`src/rtl/csu_pkg.sv`:
```
// Package for the cosine similarity unit: shared widths, result constants
// and the bundle of running sums passed from the accumulator to the top level.
// No dependencies.
package csu_pkg;

    // Widths of the running sums.
    localparam int DOT_W = 42;
    localparam int SQ_W  = 41;

    // Magnitude of the dot sum, and the working width of the ratio datapath.
    localparam int MAG_W  = 42;
    localparam int WIDE_W = 120;

    // The squared dot sum is scaled by 2^32 (Q15 result, squared, times four).
    localparam int SCALE_SHIFT = 32;

    // The quotient search resolves this many bits, most significant first.
    localparam int ROOT_BITS  = 16;
    localparam int ROOT_IDX_W = $clog2(ROOT_BITS);
    localparam int MUL_CNT_W  = $clog2(MAG_W);

    // Result format.
    localparam int SIM_W = 16;
    localparam logic [ROOT_BITS-1:0] Q_FULL      = 16'h8000;
    localparam logic [SIM_W-1:0]     SIM_POS_MAX = 16'h7FFF;

    // Running sums and the length flag, as the accumulator holds them.
    typedef struct packed {
        logic signed [DOT_W-1:0] dot;
        logic [SQ_W-1:0]         lsq;
        logic [SQ_W-1:0]         rsq;
        logic                    overflow;
    } csu_sums_t;

endpackage

```
`src/rtl/csu_mac.sv`:
```
// Element accumulator: one signed multiplier shared over the three products
// of an element pair, followed by saturating accumulation of the sums.
// Depends on csu_pkg.
module csu_mac
    import csu_pkg::*;
#(
    parameter int ELEMENT_BITS = 16,
    parameter int MAX_LENGTH   = 1024
)
(
    input  logic                           clk,
    input  logic                           rst_n,
    input  logic                           start,
    input  logic                           clear,
    input  logic signed [ELEMENT_BITS-1:0] left_value,
    input  logic signed [ELEMENT_BITS-1:0] right_value,
    output logic                           done,
    output csu_sums_t                      sums
);

    localparam int PROD_W = 2 * ELEMENT_BITS;
    localparam int ACC_W  = ((PROD_W > DOT_W) ? PROD_W : DOT_W) + 1;
    localparam int CNT_W  = $clog2(MAX_LENGTH + 1);

    localparam logic [ACC_W-1:0] ACC_ONE = ACC_W'(1);
    localparam logic [ACC_W-1:0] DOT_HI  = (ACC_ONE << (DOT_W - 1)) - ACC_ONE;
    localparam logic [ACC_W-1:0] DOT_LO  = ~DOT_HI;
    localparam logic [ACC_W-1:0] SQ_HI   = (ACC_ONE << SQ_W) - ACC_ONE;
    localparam logic [CNT_W-1:0] CNT_FULL = CNT_W'(MAX_LENGTH);

    typedef enum logic [1:0] {P_IDLE, P_DOT, P_LSQ, P_RSQ} phase_t;

    phase_t                    phase_reg;
    phase_t                    sel_reg;
    logic                      skip_reg;
    logic                      done_reg;
    logic signed [DOT_W-1:0]   dot_reg;
    logic [SQ_W-1:0]           lsq_reg;
    logic [SQ_W-1:0]           rsq_reg;
    logic [CNT_W-1:0]          count_reg;
    logic                      ovf_reg;

    logic signed [ELEMENT_BITS-1:0] a_reg;
    logic signed [ELEMENT_BITS-1:0] b_reg;
    logic signed [PROD_W-1:0]       prod_reg;

    logic signed [ELEMENT_BITS-1:0] mul_x;
    logic signed [ELEMENT_BITS-1:0] mul_y;
    logic signed [PROD_W-1:0]       prod_next;
    logic [ACC_W-1:0]               prod_ext;
    logic [ACC_W-1:0]               dot_add;
    logic [ACC_W-1:0]               sq_add;
    logic [SQ_W-1:0]                sq_in;
    logic [DOT_W-1:0]               dot_clamped;
    logic [SQ_W-1:0]                sq_clamped;

    // Operand selection for the shared multiplier.
    always_comb
    begin
        unique case (phase_reg)
            P_DOT:
            begin
                mul_x = a_reg;
                mul_y = b_reg;
            end
            P_LSQ:
            begin
                mul_x = a_reg;
                mul_y = a_reg;
            end
            P_RSQ:
            begin
                mul_x = b_reg;
                mul_y = b_reg;
            end
            P_IDLE:
            begin
                mul_x = a_reg;
                mul_y = b_reg;
            end
        endcase
        prod_next = mul_x * mul_y;
    end

    // Saturating accumulation of the registered product.
    always_comb
    begin
        prod_ext = {{(ACC_W - PROD_W){prod_reg[PROD_W-1]}}, prod_reg};
        dot_add  = {{(ACC_W - DOT_W){dot_reg[DOT_W-1]}}, dot_reg} + prod_ext;
        sq_in    = (sel_reg == P_LSQ) ? lsq_reg : rsq_reg;
        sq_add   = {{(ACC_W - SQ_W){1'b0}}, sq_in} + prod_ext;

        if ($signed(dot_add) > $signed(DOT_HI))
            dot_clamped = DOT_HI[DOT_W-1:0];
        else if ($signed(dot_add) < $signed(DOT_LO))
            dot_clamped = DOT_LO[DOT_W-1:0];
        else
            dot_clamped = dot_add[DOT_W-1:0];

        if ($signed(sq_add) > $signed(SQ_HI))
            sq_clamped = SQ_HI[SQ_W-1:0];
        else
            sq_clamped = sq_add[SQ_W-1:0];
    end

    // Operand and product registers.
    always_ff @(posedge clk)
    begin
        if (start)
        begin
            a_reg <= left_value;
            b_reg <= right_value;
        end
        prod_reg <= prod_next;
    end

    // Sequencer and running sums.
    always_ff @(posedge clk or negedge rst_n)
    begin
        if (!rst_n)
        begin
            phase_reg <= P_IDLE;
            sel_reg   <= P_IDLE;
            skip_reg  <= 1'b0;
            done_reg  <= 1'b0;
            dot_reg   <= '0;
            lsq_reg   <= '0;
            rsq_reg   <= '0;
            count_reg <= '0;
            ovf_reg   <= 1'b0;
        end
        else
        begin
            done_reg <= 1'b0;
            sel_reg  <= phase_reg;

            if (start)
            begin
                phase_reg <= P_DOT;
                skip_reg  <= (count_reg == CNT_FULL);
            end
            else
            begin
                unique case (phase_reg)
                    P_DOT:  phase_reg <= P_LSQ;
                    P_LSQ:  phase_reg <= P_RSQ;
                    P_RSQ:  phase_reg <= P_IDLE;
                    P_IDLE: phase_reg <= P_IDLE;
                endcase
            end

            // A pair past the length limit only marks the overflow.
            unique case (sel_reg)
                P_DOT:
                begin
                    if (!skip_reg)
                        dot_reg <= dot_clamped;
                end
                P_LSQ:
                begin
                    if (!skip_reg)
                        lsq_reg <= sq_clamped;
                end
                P_RSQ:
                begin
                    if (!skip_reg)
                    begin
                        rsq_reg   <= sq_clamped;
                        count_reg <= count_reg + CNT_W'(1);
                    end
                    else
                    begin
                        ovf_reg <= 1'b1;
                    end
                    done_reg <= 1'b1;
                end
                P_IDLE:
                begin
                end
            endcase

            if (clear)
            begin
                dot_reg   <= '0;
                lsq_reg   <= '0;
                rsq_reg   <= '0;
                count_reg <= '0;
                ovf_reg   <= 1'b0;
            end
        end
    end

    assign done          = done_reg;
    assign sums.dot      = dot_reg;
    assign sums.lsq      = lsq_reg;
    assign sums.rsq      = rsq_reg;
    assign sums.overflow = ovf_reg;

endmodule

```
`src/rtl/csu_ratio.sv`:
```
// Ratio unit: one shared wide adder under a sequencer forms L*R and
// |dot|^2 by shift and add, then finds the rounded quotient bit by bit.
// Depends on csu_pkg.
module csu_ratio
    import csu_pkg::*;
(
    input  logic                 clk,
    input  logic                 rst_n,
    input  logic                 start,
    input  logic [MAG_W-1:0]     mag,
    input  logic [SQ_W-1:0]      lsq,
    input  logic [SQ_W-1:0]      rsq,
    output logic                 done,
    output logic [ROOT_BITS-1:0] q
);

    typedef enum logic [2:0] {
        R_IDLE, R_NORM, R_SQ, R_INIT_E, R_INIT_U, R_SUM, R_TEST, R_STEP
    } rstate_t;

    rstate_t                  state_reg;
    logic signed [WIDE_W-1:0] acc_reg;
    logic signed [WIDE_W-1:0] e_reg;
    logic signed [WIDE_W-1:0] u_reg;
    logic signed [WIDE_W-1:0] n_reg;
    logic signed [WIDE_W-1:0] qs_reg;
    logic [MAG_W-1:0]         mcand_reg;
    logic [MAG_W-1:0]         mplier_reg;
    logic [MUL_CNT_W-1:0]     cnt_reg;
    logic [ROOT_IDX_W-1:0]    k_reg;
    logic                     hit_reg;
    logic [ROOT_BITS-1:0]     q_reg;
    logic                     done_reg;

    logic signed [WIDE_W-1:0] op_a;
    logic signed [WIDE_W-1:0] op_b;
    logic signed [WIDE_W-1:0] sum;
    logic                     sub;

    // Shared adder and its operand selection. With the candidate bit b,
    // x = 2q-1, N = L*R and M = |dot|^2 * 2^32, the sequencer keeps
    // E = M - x^2 N, U = b x N and Q = b^2 N; a bit is taken when
    // E - 4(U + Q) is not negative.
    always_comb
    begin
        op_a = '0;
        op_b = '0;
        sub  = 1'b0;
        unique case (state_reg)
            R_NORM, R_SQ:
            begin
                op_a = acc_reg << 1;
                op_b = mplier_reg[MAG_W-1] ? WIDE_W'(mcand_reg) : '0;
            end
            R_INIT_E:
            begin
                op_a = e_reg;
                op_b = n_reg;
                sub  = 1'b1;
            end
            R_INIT_U:
            begin
                op_b = n_reg << (ROOT_BITS - 1);
                sub  = 1'b1;
            end
            R_SUM:
            begin
                op_a = u_reg;
                op_b = qs_reg;
            end
            R_TEST:
            begin
                op_a = e_reg;
                op_b = acc_reg << 2;
                sub  = 1'b1;
            end
            R_STEP:
            begin
                op_a = acc_reg;
                op_b = qs_reg;
            end
            R_IDLE:
            begin
            end
        endcase
        sum = op_a + (op_b ^ {WIDE_W{sub}}) + WIDE_W'(sub);
    end

    // Sequencer.
    always_ff @(posedge clk or negedge rst_n)
    begin
        if (!rst_n)
        begin
            state_reg  <= R_IDLE;
            acc_reg    <= '0;
            e_reg      <= '0;
            u_reg      <= '0;
            n_reg      <= '0;
            qs_reg     <= '0;
            mcand_reg  <= '0;
            mplier_reg <= '0;
            cnt_reg    <= '0;
            k_reg      <= '0;
            hit_reg    <= 1'b0;
            q_reg      <= '0;
            done_reg   <= 1'b0;
        end
        else
        begin
            done_reg <= 1'b0;
            unique case (state_reg)
                R_IDLE:
                begin
                    if (start)
                    begin
                        acc_reg    <= '0;
                        e_reg      <= WIDE_W'(mag);
                        mcand_reg  <= MAG_W'(lsq);
                        mplier_reg <= MAG_W'(rsq);
                        cnt_reg    <= MUL_CNT_W'(MAG_W - 1);
                        q_reg      <= '0;
                        state_reg  <= R_NORM;
                    end
                end
                // Product of the two norms, one multiplier bit per cycle.
                R_NORM:
                begin
                    acc_reg    <= sum;
                    mplier_reg <= mplier_reg << 1;
                    cnt_reg    <= cnt_reg - MUL_CNT_W'(1);
                    if (cnt_reg == '0)
                    begin
                        n_reg      <= sum;
                        acc_reg    <= '0;
                        mcand_reg  <= e_reg[MAG_W-1:0];
                        mplier_reg <= e_reg[MAG_W-1:0];
                        cnt_reg    <= MUL_CNT_W'(MAG_W - 1);
                        state_reg  <= R_SQ;
                    end
                end
                // Square of the dot magnitude, then scaled.
                R_SQ:
                begin
                    acc_reg    <= sum;
                    mplier_reg <= mplier_reg << 1;
                    cnt_reg    <= cnt_reg - MUL_CNT_W'(1);
                    if (cnt_reg == '0)
                    begin
                        e_reg     <= sum << SCALE_SHIFT;
                        state_reg <= R_INIT_E;
                    end
                end
                R_INIT_E:
                begin
                    e_reg     <= sum;
                    state_reg <= R_INIT_U;
                end
                R_INIT_U:
                begin
                    u_reg     <= sum;
                    qs_reg    <= n_reg << (2 * (ROOT_BITS - 1));
                    k_reg     <= ROOT_IDX_W'(ROOT_BITS - 1);
                    state_reg <= R_SUM;
                end
                R_SUM:
                begin
                    acc_reg   <= sum;
                    state_reg <= R_TEST;
                end
                R_TEST:
                begin
                    hit_reg <= !sum[WIDE_W-1];
                    if (!sum[WIDE_W-1])
                    begin
                        e_reg        <= sum;
                        q_reg[k_reg] <= 1'b1;
                    end
                    state_reg <= R_STEP;
                end
                // Move U and Q on to the next lower bit.
                R_STEP:
                begin
                    u_reg  <= hit_reg ? (sum >>> 1) : (u_reg >>> 1);
                    qs_reg <= qs_reg >> 2;
                    if (k_reg == '0)
                    begin
                        done_reg  <= 1'b1;
                        state_reg <= R_IDLE;
                    end
                    else
                    begin
                        k_reg     <= k_reg - ROOT_IDX_W'(1);
                        state_reg <= R_SUM;
                    end
                end
            endcase
        end
    end

    assign done = done_reg;
    assign q    = q_reg;

endmodule

```
`src/rtl/cosine_similarity_unit.sv`:
```
// Cosine similarity unit: dot / sqrt(|left|^2 * |right|^2) in signed Q1.15.
// Each element pair is taken only in the idle state: in_stall holds off the next pair
// until the accumulator's multiplier, shared over three products, has finished it.
// After the last pair the result waits on the ratio unit (skipped on zero norm),
// set by its single adder: 42 + 42 multiply steps and 16 x 3 search steps.
// Reset (rst_n, asynchronous, active low) clears all sums, flags and the output.
module cosine_similarity_unit
    import csu_pkg::*;
#(
    parameter int MAX_LENGTH   = 1024,
    parameter int ELEMENT_BITS = 16
)
(
    input  logic                           clk,
    input  logic                           rst_n,
    input  logic                           in_valid,
    output logic                           in_stall,
    input  logic signed [ELEMENT_BITS-1:0] left_value,
    input  logic signed [ELEMENT_BITS-1:0] right_value,
    input  logic                           last,
    output logic                           out_valid,
    input  logic                           out_stall,
    output logic signed [SIM_W-1:0]        similarity,
    output logic                           zero_norm,
    output logic                           length_overflow
);

    typedef enum logic [1:0] {S_IDLE, S_MAC, S_RATIO, S_FINISH} state_t;

    state_t           state_reg;
    logic             last_reg;
    logic             neg_reg;
    logic             zero_reg;
    logic             ovf_reg;
    logic [SIM_W-1:0] res_reg;
    logic             out_valid_reg;
    logic [SIM_W-1:0] similarity_reg;
    logic             zero_norm_reg;
    logic             length_overflow_reg;

    logic                 accept_in;
    logic                 mac_done;
    logic                 mac_clear;
    csu_sums_t            sums;
    logic                 norm_zero;
    logic                 dot_neg;
    logic [MAG_W-1:0]     dot_bits;
    logic [MAG_W-1:0]     mag;
    logic                 ratio_start;
    logic                 ratio_done;
    logic [ROOT_BITS-1:0] ratio_q;
    logic [ROOT_BITS-1:0] q_clip;
    logic [SIM_W-1:0]     sim_value;
    logic                 out_free;

    assign in_stall  = (state_reg != S_IDLE);
    assign accept_in = in_valid && (state_reg == S_IDLE);

    csu_mac #(
        .ELEMENT_BITS (ELEMENT_BITS),
        .MAX_LENGTH   (MAX_LENGTH)
    ) u_mac (
        .clk         (clk),
        .rst_n       (rst_n),
        .start       (accept_in),
        .clear       (mac_clear),
        .left_value  (left_value),
        .right_value (right_value),
        .done        (mac_done),
        .sums        (sums)
    );

    // Hand-off of the finished sums to the ratio unit.
    assign mac_clear   = (state_reg == S_MAC) && mac_done && last_reg;
    assign norm_zero   = (sums.lsq == '0) || (sums.rsq == '0);
    assign dot_neg     = sums.dot[DOT_W-1];
    assign dot_bits    = sums.dot;
    assign mag         = dot_neg ? (~dot_bits + MAG_W'(1)) : dot_bits;
    assign ratio_start = mac_clear && !norm_zero;

    csu_ratio u_ratio (
        .clk   (clk),
        .rst_n (rst_n),
        .start (ratio_start),
        .mag   (mag),
        .lsq   (sums.lsq),
        .rsq   (sums.rsq),
        .done  (ratio_done),
        .q     (ratio_q)
    );

    // Sign and saturation of the quotient.
    always_comb
    begin
        q_clip = (ratio_q > Q_FULL) ? Q_FULL : ratio_q;
        if (neg_reg)
            sim_value = SIM_W'(0) - q_clip;
        else if (q_clip > SIM_POS_MAX)
            sim_value = SIM_POS_MAX;
        else
            sim_value = q_clip;
    end

    assign out_free = !out_valid_reg || !out_stall;

    // Control sequence and output register.
    always_ff @(posedge clk or negedge rst_n)
    begin
        if (!rst_n)
        begin
            state_reg           <= S_IDLE;
            last_reg            <= 1'b0;
            neg_reg             <= 1'b0;
            zero_reg            <= 1'b0;
            ovf_reg             <= 1'b0;
            res_reg             <= '0;
            out_valid_reg       <= 1'b0;
            similarity_reg      <= '0;
            zero_norm_reg       <= 1'b0;
            length_overflow_reg <= 1'b0;
        end
        else
        begin
            if (out_valid_reg && !out_stall)
                out_valid_reg <= 1'b0;

            unique case (state_reg)
                S_IDLE:
                begin
                    if (accept_in)
                    begin
                        last_reg  <= last;
                        state_reg <= S_MAC;
                    end
                end
                S_MAC:
                begin
                    if (mac_done)
                    begin
                        if (!last_reg)
                        begin
                            state_reg <= S_IDLE;
                        end
                        else
                        begin
                            zero_reg  <= norm_zero;
                            ovf_reg   <= sums.overflow;
                            neg_reg   <= dot_neg;
                            res_reg   <= '0;
                            state_reg <= norm_zero ? S_FINISH : S_RATIO;
                        end
                    end
                end
                S_RATIO:
                begin
                    if (ratio_done)
                    begin
                        res_reg   <= sim_value;
                        state_reg <= S_FINISH;
                    end
                end
                S_FINISH:
                begin
                    if (out_free)
                    begin
                        out_valid_reg       <= 1'b1;
                        similarity_reg      <= res_reg;
                        zero_norm_reg       <= zero_reg;
                        length_overflow_reg <= ovf_reg;
                        state_reg           <= S_IDLE;
                    end
                end
            endcase
        end
    end

    assign out_valid       = out_valid_reg;
    assign similarity      = similarity_reg;
    assign zero_norm       = zero_norm_reg;
    assign length_overflow = length_overflow_reg;

endmodule

```
`config.mk`:
```
export PLATFORM = sky130hd
export DESIGN_NAME = cosine_similarity_unit
export DESIGN_NICKNAME = d
export VERILOG_FILES = /design/src/rtl/csu_pkg.sv /design/src/rtl/csu_mac.sv /design/src/rtl/csu_ratio.sv /design/src/rtl/cosine_similarity_unit.sv
export SDC_FILE = /design/constraint.sdc
export NUM_CORES = 2
export LEC_CHECK = 0
export BUFFER_PORTS_ARGS = -buffer_cell sky130_fd_sc_hd__buf_2
export CAP_MARGIN = 10
export CORE_MARGIN = 2
export CORE_UTILIZATION = 32
export CTS_CLUSTER_SIZE = 28
export DETAILED_ROUTE_END_ITERATION = 7
export PLACE_DENSITY = 0.5
export RECOVER_POWER = 100
export REMOVE_ABC_BUFFERS = 1
export SLEW_MARGIN = 0
export SYNTH_ARGS = -nofsm -noshare
export SYNTH_HDL_FRONTEND = slang
export SYNTH_SLANG_ARGS = --single-unit
export TNS_END_PERCENT = 1
```
`constraint.sdc`:
```
create_clock -name clk -period 8.7 [get_ports clk]
set_clock_uncertainty 0.15 [all_clocks]
set_input_delay 0.435 -clock clk [delete_from_list [all_inputs] [get_ports clk]]
set_output_delay 0.435 -clock clk [all_outputs]
set_load 0.005 [all_outputs]
```
==> results.toml <==
[outcome]
outcome = "finished, violations left"
violations = "design-rule violations, max-capacitance violations, max-slew violations"

[routing]
drc = 30
postRouteAntennaNets = 0
avgViaCountPerCell = 5.93
wirelength_mm = 324
vias = 68200
routedWlPerCell_um = 28.2
firstDrtPassIters = 8
dr.first_iter.drc_count = 7836

[yosys]
synth-seq-area-share = 0.323
synth_cells = 8523
synth_top_area_cell = "dfrtp_1"
synth_edf_count = 32
ys_ff_latch = 962
netlist.area_leader.share = 0.301
synth.distinct_cells = 94
syn_area_um2 = 74600
ys_warn_count = 0
syn_avg_cell_area_um2 = 8.75
synthTopCellsByArea = "dfrtp_1 30%, fa_1 7.1%, nand2_1 6.4%"
synth_ff_type = "dfrtp_1"
synthArstFlopShare = 0.933

[worst_setup_path]
cp_slowest_cell = "nand2_1"
cpPeakStageDelay_ps = 830
cp.buffers_inverters = 4
crit_type = "reg2reg"
crit_path_start_kind = "register"
required_ps = 9170
path_cells = "buf_4 -> nand2_1 -> nor2_1 -> clkbuf_1 -> a2111oi_0 -> or2_2 -> fa_1 -> nor2b_1 -> o21ba_2 -> o211ai_1 -> o211a_1 -> o31a_1 -> o21ai_1 -> clkbuf_1 -> a31oi_1 -> o31ai_1 -> xnor2_1 -> clkbuf_1 -> mux2i_1 -> o221ai_1"
critPathTopFamily = "compound AO/OA/AOI/OAI gates"
end_kind = "register"
worst_path_most_repeated_cell = "clkbuf_1"
worstPathMaxFanout = 69
ff2ff_setup_slack_ps = 360
critPathArrivalTime_ps = 8820

[sta]
max_freq_mhz = 120
worstMarginPinSlew_ps = 4940
setup_tns_ps = 0
post-route-period-util = 0.959
worst_slack_ps = 357
setup_viol = 0
relSlewSlack = -2.29
slew_viol_final = 1225
rsz0062_at_grt = "no"
hold_viol = 0
period_needed_ps = 8340

[die]
io_pins = 57
die_h_um = 487
start_util = 0.321
core_um2 = 232000
die_w_um = 487
die_area_um2 = 237000
rows = 177

[placement]
hpwl_mm = 233
pre_cts_ws_ps = 698
io_buffer_count = 56
globalplace.congestion = 0.968
dp_cells = 11300

[global_routing]
grt_pass1_wl_mm = 473
grtUsageMet1 = 0.355
grt_use_met2 = 0.434
first_global_vias = 67800
grt_max_degree = 171
grt-ovfl-total = 0
grt_usage = 0.267
grt_use_met3 = 0.0401
busiest_layer = "met2"
grt_antenna_before_repair = 10

[layout]
final_cells = 11500
area_growth_pct = 9.66
drive_gt1_frac = 0.0777
nNetsFinal = 8964

[clocking]
cts_max_level = 3
clk_pin_slew_ps = 60
clk_latency_ps = 810
cts.sinks = 962
cts_tree = "done"
cts_resized = 0
cts_buffers = 116
clock_path_buffers = 3
cts-root-buf = "clkbuf_16"

[hold_path]
min_path_type = "in2reg"

[job]
drv_cap = 24
==> path summary, 6_finish.rpt <==
check / start / end / depth (start not counted)
worst min register to register: u_mac.phase_reg[0] / u_mac.sel_reg[0] / 0
min in group asynchronous: rst_n / u_ratio.acc_reg[46] / 2
worst max register to register: u_ratio.state_reg[0] / u_ratio.u_reg[61] / 20
worst min-delay path: left_value[14] / u_mac.a_reg[14] / 2
max in group asynchronous: rst_n / u_ratio.mcand_reg[18] / 3
worst max-delay path: u_ratio.state_reg[0] / u_ratio.u_reg[61] / 20
==> through the flow <==
| step | area (µm²) | hold WS, ps | util |
|---|---|---|---|
| 6_report | 81800 | 215 | 0.352 |
| 5_1_grt | 81800 | 177 | 0.352 |
| 4_1_cts | 82700 | 129 | 0.357 |
| 3_5_place_dp | 78500 | 269 | 0.338 |
| 3_3_place_gp | 78500 | 251 | 0.338 |
| 2_1_floorplan | 72200 | -10.6 | - |
==> cells in the final DEF, fill, tap and decap left out, types with 33 or more instances in the layout <==
cell type      synthesis  final
mux2_2               116    115
nand2_1             1263   1259
a21boi_0             266    266
mux2_1                 0     92
mux2i_1              108    109
mux4_2               114    114
buf_2                  7     39
inv_1                632    632
clkbuf_16              0    116
o22ai_1              143    143
a31oi_1               67     67
a21oi_1              515    514
a22oi_1               51     51
xnor2_1              198    198
o21a_1                47     46
dlygate4sd3_1          0     36
nand2b_1              34     33
nor4_1                39     39
o211ai_1              35     36
a21o_1               129    129
nor3_1                77     77
a222oi_1             125    125
o21ai_0              879    881
a221o_1               42     42
nand4_1               89     89
buf_4                  0    110
ha_1                 297    296
fa_1                 265    265
o21bai_1              58     58
o31ai_1              114    114
a22o_1               168    168
dfrtp_1              898    896
xor2_1               120    120
nor2_1               488    478
nand3_1               58     58
clkbuf_1             523    133
==> worst register-to-register path, stage by stage (launching register included) <==
cell and delay, ps:
dfrtp_1 640, buf_4 800, nand2_1 830, nor2_1 770, clkbuf_1 250, a2111oi_0 150, or2_2 370, fa_1 470
nor2b_1 210, o21ba_2 220, o211ai_1 120, o211a_1 260, o31a_1 400, o21ai_1 330, clkbuf_1 270, a31oi_1 290
o31ai_1 580, xnor2_1 180, clkbuf_1 520, mux2i_1 160, o221ai_1 220
==> synth_stat cells (32+ instances only) <==
cell type and number:
xor2_1 120, ha_1 297, nor4_1 39, edfxtp_1 32, nor3_1 77, o211ai_1 35
nor2b_1 32, o31ai_1 114, mux2_2 116, a21boi_0 266, mux2_4 97, dfrtp_1 898
a22oi_1 51, a22o_1 168, o22ai_1 143, mux4_2 114, a221o_1 42, nand3_1 58
o21bai_1 58, inv_1 632, nand2_1 1263, nor2_1 488, dfxtp_1 32, buf_1 55
o21a_1 47, or3_1 32, a21oi_1 515, a21o_1 129, clkbuf_1 523, mux2i_1 108
nand2b_1 34, a31oi_1 67, xnor2_1 198, nand4_1 89, fa_1 265, o21ai_0 879
a222oi_1 125
==> cells by family after synthesis <==
group | after synthesis | share of synthesized area
AOI/OAI and AO/OA | 2802 | 0.243
xor gates and xnor gates | 318 | 0.0373
adders and majority gates | 562 | 0.121
buffers and inverters | 1232 | 0.0637
DFF | 962 | 0.323
muxes | 436 | 0.0862
and+or+nand+nor | 2211 | 0.126
==> cell type report <==
| type | count | area, µm² |
|---|---|---|
| tap | 3043 | 3810 |
| inverter | 636 | 2390 |
| sequential | 962 | 24100 |
| antenna | 2 | 5.00 |
| fill | 24100 | 150000 |
| clock inverter | 46 | 557 |
| multi-input combinational | 6329 | 45500 |
| clock buffer | 160 | 3320 |
| timing repair buffer | 320 | 2120 |
==> per-layer routing <==
layer  part of all wire  vias to the layer above
met5           0.000037                        -
met4              0.047                        2
met3              0.071                      602
met2               0.46                     2982
met1               0.42                    34600
li1                   -                    30000
==> what timing repair did <==
action | CTS | global route
setup buffers | 0 | 0
hold endpoints to repair | 110 | 0
hold buffers | 36 | 0
Power is not shown: default switching activity piles up to over one toggle a cycle in this logic, so the estimate is an artifact.
